$ cat config.mk
export PLATFORM = sky130hd
export DESIGN_NAME = fif_divide
export DESIGN_NICKNAME = d
export VERILOG_FILES = /design/src/rtl/fif_pkg.sv /design/src/rtl/fif_divide.sv
export SDC_FILE = /design/constraint.sdc
export NUM_CORES = 2
export LEC_CHECK = 0
export BUFFER_PORTS_ARGS = -buffer_cell sky130_fd_sc_hd__buf_4
export CORE_UTILIZATION = 30
export CTS_CLUSTER_SIZE = 25
export DETAILED_ROUTE_END_ITERATION = 7
export HOLD_SLACK_MARGIN = 0.06
export PLACE_DENSITY_LB_ADDON = 0.1
export SLEW_MARGIN = 20
export SYNTH_ARGS = -nofsm -noshare
export SYNTH_HDL_FRONTEND = slang
export SYNTH_SLANG_ARGS = --single-unit
$ cat constraint.sdc
create_clock -name clk -period 3.55 [get_ports clk]
set_input_delay 0.5325 -clock clk [delete_from_list [all_inputs] [get_ports clk]]
set_output_delay 0.5325 -clock clk [all_outputs]
set_load 0.1 [all_outputs]
$ cat src/rtl/fif_pkg.sv
// ----------------------------------------------------------------------------
// fif_pkg: shared types and constants for the face interpolation factor
// Field widths, saturation limits and the control word that walks the pipeline.
// ----------------------------------------------------------------------------
package fif_pkg;

  localparam int COORD_BITS_DEF    = 32;
  localparam int FRACTION_BITS_DEF = 16;

  localparam int IN_BITS       = 32;
  localparam int NUM_COORDS    = 9;
  localparam int IN_DATA_BITS  = 288;
  localparam int WEIGHT_BITS   = 18;
  localparam int DIST_BITS     = 34;
  localparam int OUT_DATA_BITS = 56;

  localparam logic [WEIGHT_BITS-1:0] FACTOR_MAX = '1;
  localparam logic [DIST_BITS-1:0]   DIST_MAX   = '1;

  typedef struct packed {
    logic valid;
    logic last;
  } ctrl_t;

endpackage

$ cat src/rtl/fif_divide.sv
// ----------------------------------------------------------------------------
// fif_divide: pipelined factor division and output register
// Restoring long division, one quotient bit per stage, then saturation.
// ----------------------------------------------------------------------------
module fif_divide #(
  parameter int COORD_BITS    = fif_pkg::COORD_BITS_DEF,
  parameter int FRACTION_BITS = fif_pkg::FRACTION_BITS_DEF
) (
  input  logic                              clk,
  input  logic                              rst,
  input  logic                              en,
  input  fif_pkg::ctrl_t                    in_ctrl,
  input  logic [COORD_BITS:0]               dist_cc,
  input  logic [COORD_BITS:0]               dist_fc,
  output fif_pkg::ctrl_t                    out_ctrl,
  output logic [fif_pkg::WEIGHT_BITS-1:0]   weight_factor,
  output logic [fif_pkg::DIST_BITS-1:0]     center_distance,
  output logic                              zero_distance
);

  localparam int R   = COORD_BITS + 1;
  localparam int F   = FRACTION_BITS;
  localparam int QB  = F + 2;
  localparam int DW  = R + F + 2;
  localparam int WW  = (QB > fif_pkg::WEIGHT_BITS) ? QB : fif_pkg::WEIGHT_BITS;
  localparam int DDW = (R > fif_pkg::DIST_BITS) ? R : fif_pkg::DIST_BITS;

  logic [DW-1:0]  rem  [0:QB];
  logic [R-1:0]   den  [0:QB];
  logic [QB-1:0]  quo  [0:QB];
  logic           zero [0:QB];
  logic           sat  [0:QB];
  fif_pkg::ctrl_t ctl  [0:QB+2];

  // entry stage: flag the special cases and align the dividend
  always_ff @(posedge clk) begin
    if (en) begin
      rem[0]  <= DW'(dist_fc) << F;
      den[0]  <= dist_cc;
      quo[0]  <= '0;
      zero[0] <= (dist_cc == '0);
      sat[0]  <= ((R+2)'(dist_fc) >= {dist_cc, 2'b00});
    end
  end

  for (genvar i = 0; i < QB; i++) begin : g_stage
    localparam int K = QB - 1 - i;
    logic [DW-1:0] dk;
    assign dk = DW'(den[i]) << K;
    always_ff @(posedge clk) begin
      if (en) begin
        den[i+1]  <= den[i];
        zero[i+1] <= zero[i];
        sat[i+1]  <= sat[i];
        if (rem[i] >= dk) begin
          rem[i+1] <= rem[i] - dk;
          quo[i+1] <= quo[i] | (QB'(1) << K);
        end else begin
          rem[i+1] <= rem[i];
          quo[i+1] <= quo[i];
        end
      end
    end
  end

  logic [WW-1:0]  q_ext;
  logic [DDW-1:0] d_ext;
  assign q_ext = WW'(quo[QB]);
  assign d_ext = DDW'(den[QB]);

  always_ff @(posedge clk) begin
    if (en) begin
      zero_distance <= zero[QB];
      if (zero[QB] || sat[QB] || q_ext > WW'(fif_pkg::FACTOR_MAX)) begin
        weight_factor <= fif_pkg::FACTOR_MAX;
      end else begin
        weight_factor <= q_ext[fif_pkg::WEIGHT_BITS-1:0];
      end
      if (d_ext > DDW'(fif_pkg::DIST_MAX)) begin
        center_distance <= fif_pkg::DIST_MAX;
      end else begin
        center_distance <= d_ext[fif_pkg::DIST_BITS-1:0];
      end
    end
  end

  // entry register, one per quotient bit, output register
  assign ctl[0] = in_ctrl;
  for (genvar i = 0; i <= QB + 1; i++) begin : g_ctl
    always_ff @(posedge clk) begin
      if (rst) begin
        ctl[i+1].valid <= 1'b0;
      end else if (en) begin
        ctl[i+1] <= ctl[i];
      end
    end
  end

  assign out_ctrl = ctl[QB+2];

endmodule

==> impl_metrics.csv <==
group,metric,value,unit
status,outcome,"finished, violations left",
status,failed_checks,"negative setup slack",
routing,sum_of_met3_wire_segment_lengths_after_detailed_routing,13.30,mm
routing,wl_per_cell,21.34,µm
setup_path,worst_ep_required_time,4170,ps
place,placedCellCount,13670,
clocking,clock-root-buffer,"sky130_fd_sc_hd__clkbuf_16",
routing,post-route-drc-count,0,
clocking,clock_sink_count,1676,
pwr,power.ir.vdd_worst,376.8,µV
worst_hold_path,hold_path.class,"input pin to register",
synth,synth_area_per_cell,10.98,µm²
grt,grt.total_usage,0.1852,
grt,antenna_found_initial,14,
grt,grt_start_max_net_pins,136,
routing,drt-initial-drc-count,4836,
setup_path,rr_endpoint,"rem[3][197]$_DFFE_PP_",
setup_path,reg2reg_slack,-30,ps
clocking,clock_slew_seen_by_the_registers_of_the_worst_setup_and_hold_paths,60,ps
finish,util_after_layout,0.3820,
timing,clock.fmax,279.2,MHz
place,dp.final_hpwl,237.1,mm
synth,yosysWarningCount,0,
synth,post_synth_net_total,9307,
setup_path,cp-end-kind,"register",
timing,fin_ws,-31.73,ps
synth,ys.flop_type,"sky130_fd_sc_hd__edfxtp_1",
pwr,power.share.switching,0.3728,
grt,grt_overflow,0,
timing,timing_worst_slew_pin_value,962.2,ps
pwr,clkPwrFrac,0.225,
clocking,htree_num_levels,4,
finish,layout_cell_share_with_drive_strength_beyond_1,0.2174,
die,die_area,317000,µm²
timing,fin_crit_sh,1.009,
pwr,netSwitchingPower,35580,µW
worst_hold_path,holdPathEnd,"ctl[38]$_DFFE_PP_",
pwr,p_comb_frac,0.441,
timing,skew,51.56,ps
worst_hold_path,hold_start,"in_ctrl[0]",
finish,fillerInstances,30740,
synth,synth-async-reset-ratio,0,
die,top_level_ports,126,
place,pre_cts_ws,-548.4,ps
routing,detail_route.first_pass.iterations,5,
setup_path,start_kind,"register",
timing,finalHoldViolCount,0,
timing,finalSetupViolations,1,
synth,synthesis.instances,8596,
finish,layout.nets,10650,
routing,met2_wirelength,140.5,mm
timing,relative_slew_slack,0.3585,
timing,period_minus_slack,3582,ps
setup_path,arrival,4200,ps
pwr,internal-power,59860,µW
routing,avgViaCountPerCell,4.916,
clocking,clk_path_buf_depth,4,
synth,syn-cell-area,94410,µm²
routing,final_routed_wirelength,304.1,mm
finish,final_area,119300,µm²
die,core,312400,µm²
setup_path,regToRegStartpoint,"den[14][4]$_DFFE_PP_",
clocking,cts_tree,"yes",
timing,rsz_0062_raised_after_global_routing,"yes",
die,rows,205,
grt,first_global_vias,69820,
die,die_h,563.0,µm
clocking,clkLatencyLatePin,890,ps
setup_path,critPathMaxFanout,5,
finish,synthToLayoutAreaGrowth,26.39,%
routing,top_signal_layer_used,"met4",
flow_run,max-cap-violations,0,
routing,route.vias.total,70060,
place,routability_driven_placement_congestion_ratio,0.9049,
pwr,power_leakage,0.04765,µW
finish,layoutNonFillerInstCount,14250,
pwr,seq_power_share,0.334,
setup_path,worst_r2r_path_depth,12,
pwr,power_per_standard_cell_area,799.9,nW/µm²
synth,synth_cell_type_count,113,
timing,slew_viol_final,0,
worst_hold_path,hold-path-cell-count,2,
grt,grt_first_pass_wirelength,444.5,mm
clocking,tritoncts_buffers,205,
routing,drtAntennaViolNets,0,
place,post_dp_cell_area,108000,µm²
die,start_util,0.3022,
place,portBuffers,124,
synth,synth_enable_flop_cells,1656,
synth,synth.ff_latch_count,1676,
setup_path,setup.worst_path.class,"register to register",
routing,m1WireLength,142.4,mm
synth,synth_seq_area_share,0.5309,
die,chipWidth,563.0,µm
==> layer usage <==
layer / up-vias / global-route usage
li1: 34350 / -
met1: 34040 / 0.2541
met2: 1334 / 0.3019
met3: 336 / 0.02816
met4: 0 / 0.05195
met5: - / 0
==> cell families after synthesis <==
logic type               share of synthesized area
other                                   0.00003972
XOR/XNOR                                   0.05713
multiplexers                               0.01817
adder cells (fa/ha/maj)                    0.08617
AO/OA/AOI/OAI                               0.1515
flip-flops                                  0.5309
AND/OR/NAND/NOR                             0.1134
buffers and inverters                      0.04261
==> power groups by stage <==
stage	logic (µW)	registers, µW	clock network (µW)
after floorplan	25100	30100	0
after global placement	39400	32400	0
after detailed placement	39400	32400	0
after CTS	40400	32000	22300
after global routing	46400	32300	23000
final	42000	31900	21500
==> layout make-up <==
cell class / instances / area [µm²] / area share
Antenna cell: 7 / 17.52 / 0.0001468
Clock buffer: 232 / 5316 / 0.04455
Clock inverter: 144 / 1524 / 0.01277
Inverter: 788 / 2958 / 0.02479
Multi-Input combinational cell: 5865 / 42730 / 0.3581
Sequential cell: 1676 / 50130 / 0.4201
Tap cell: 4140 / 5180 / 0.04341
Timing Repair Buffer: 1400 / 11470 / 0.09610
==> registers in the layout, indices dropped and copies added (netlist names) <==
name,flops
zero,19
rem,748
sat,19
zero_distance,1
quo,171
out_ctrl,2
ctl,38
center_distance,33
weight_factor,18
den,627
==> metrics by stage <==
step,hold WS [ps],TNS (ps),total power (µW)
after floorplan,400.3,0,55250
after global placement,400.3,-39570,71860
after detailed placement,404.5,-37790,71770
after CTS,273.1,0,94720
after global routing,313.1,-3641,101700
final,366.6,-31.73,95440
==> synth_stat cells (142+ instances only) <==
library cell               count  area, µm²
sky130_fd_sc_hd__xnor2_1     323       2829
sky130_fd_sc_hd__a21o_1      299       2245
sky130_fd_sc_hd__o21ai_0     627       3138
sky130_fd_sc_hd__nand4_1     142      888.4
sky130_fd_sc_hd__nand2_1     706       2650
sky130_fd_sc_hd__nand3_1     146      730.7
sky130_fd_sc_hd__clkbuf_1    224      840.8
sky130_fd_sc_hd__xor2_1      291       2549
sky130_fd_sc_hd__inv_1       786       2950
sky130_fd_sc_hd__nor2_1      483       1813
sky130_fd_sc_hd__edfxtp_1   1656      49730
sky130_fd_sc_hd__ha_1        623       7795
sky130_fd_sc_hd__a21oi_1     620       3103
==> placed cells by master, fill, tap and decap left out, types with 299 or more instances in the layout <==
cell type / n
sky130_fd_sc_hd__ha_1: 576
sky130_fd_sc_hd__a21o_1: 299
sky130_fd_sc_hd__nor2_1: 478
sky130_fd_sc_hd__buf_4: 1253
sky130_fd_sc_hd__a21oi_1: 586
sky130_fd_sc_hd__inv_1: 771
sky130_fd_sc_hd__o21ai_0: 562
sky130_fd_sc_hd__xnor2_1: 321
sky130_fd_sc_hd__edfxtp_1: 1656
sky130_fd_sc_hd__nand2_1: 701
==> worst max-delay path: stages, from the launching register on <==
cell and delay [ps]:
sky130_fd_sc_hd__edfxtp_1 400, sky130_fd_sc_hd__inv_2 90, sky130_fd_sc_hd__ha_4 220, sky130_fd_sc_hd__and4_1 210, sky130_fd_sc_hd__a21boi_4 150, sky130_fd_sc_hd__o311ai_4 280
sky130_fd_sc_hd__a21o_2 230, sky130_fd_sc_hd__a311oi_4 160, sky130_fd_sc_hd__a2111oi_4 460, sky130_fd_sc_hd__nor4_2 120, sky130_fd_sc_hd__or4b_4 510, sky130_fd_sc_hd__or3_4 350
sky130_fd_sc_hd__xnor2_2 130
==> timing repair <==
action,4_1_cts,5_1_grt
hold endpoints to repair,92,0
setup endpoints to repair,415,501
setup buffers,42,78
resized for setup,155,367
pin swaps,54,167
gates cloned,1,10
hold buffers,71,0
==> how the worst max path moves through the flow <==
stage	cells past startpoint	from	end	slack, ps
5_1_grt	15	den[11][1]$_DFFE_PP_	rem[3][38]$_DFFE_PP_	-110
6_report	12	den[14][4]$_DFFE_PP_	rem[3][197]$_DFFE_PP_	-30
3_3_place_gp	13	rem[3][106]$_SDFFCE_PP0P_	rem[3][193]$_DFFE_PP_	-530
2_1_floorplan	4	en	quo[3][40]$_SDFFCE_PN1P_	20
4_1_cts	12	den[9][1]$_DFFE_PP_	rem[2][141]$_DFFE_PP_	0.02
3_5_place_dp	13	rem[3][106]$_SDFFCE_PP0P_	rem[3][193]$_DFFE_PP_	-550
(Power assumes the default switching activity.)
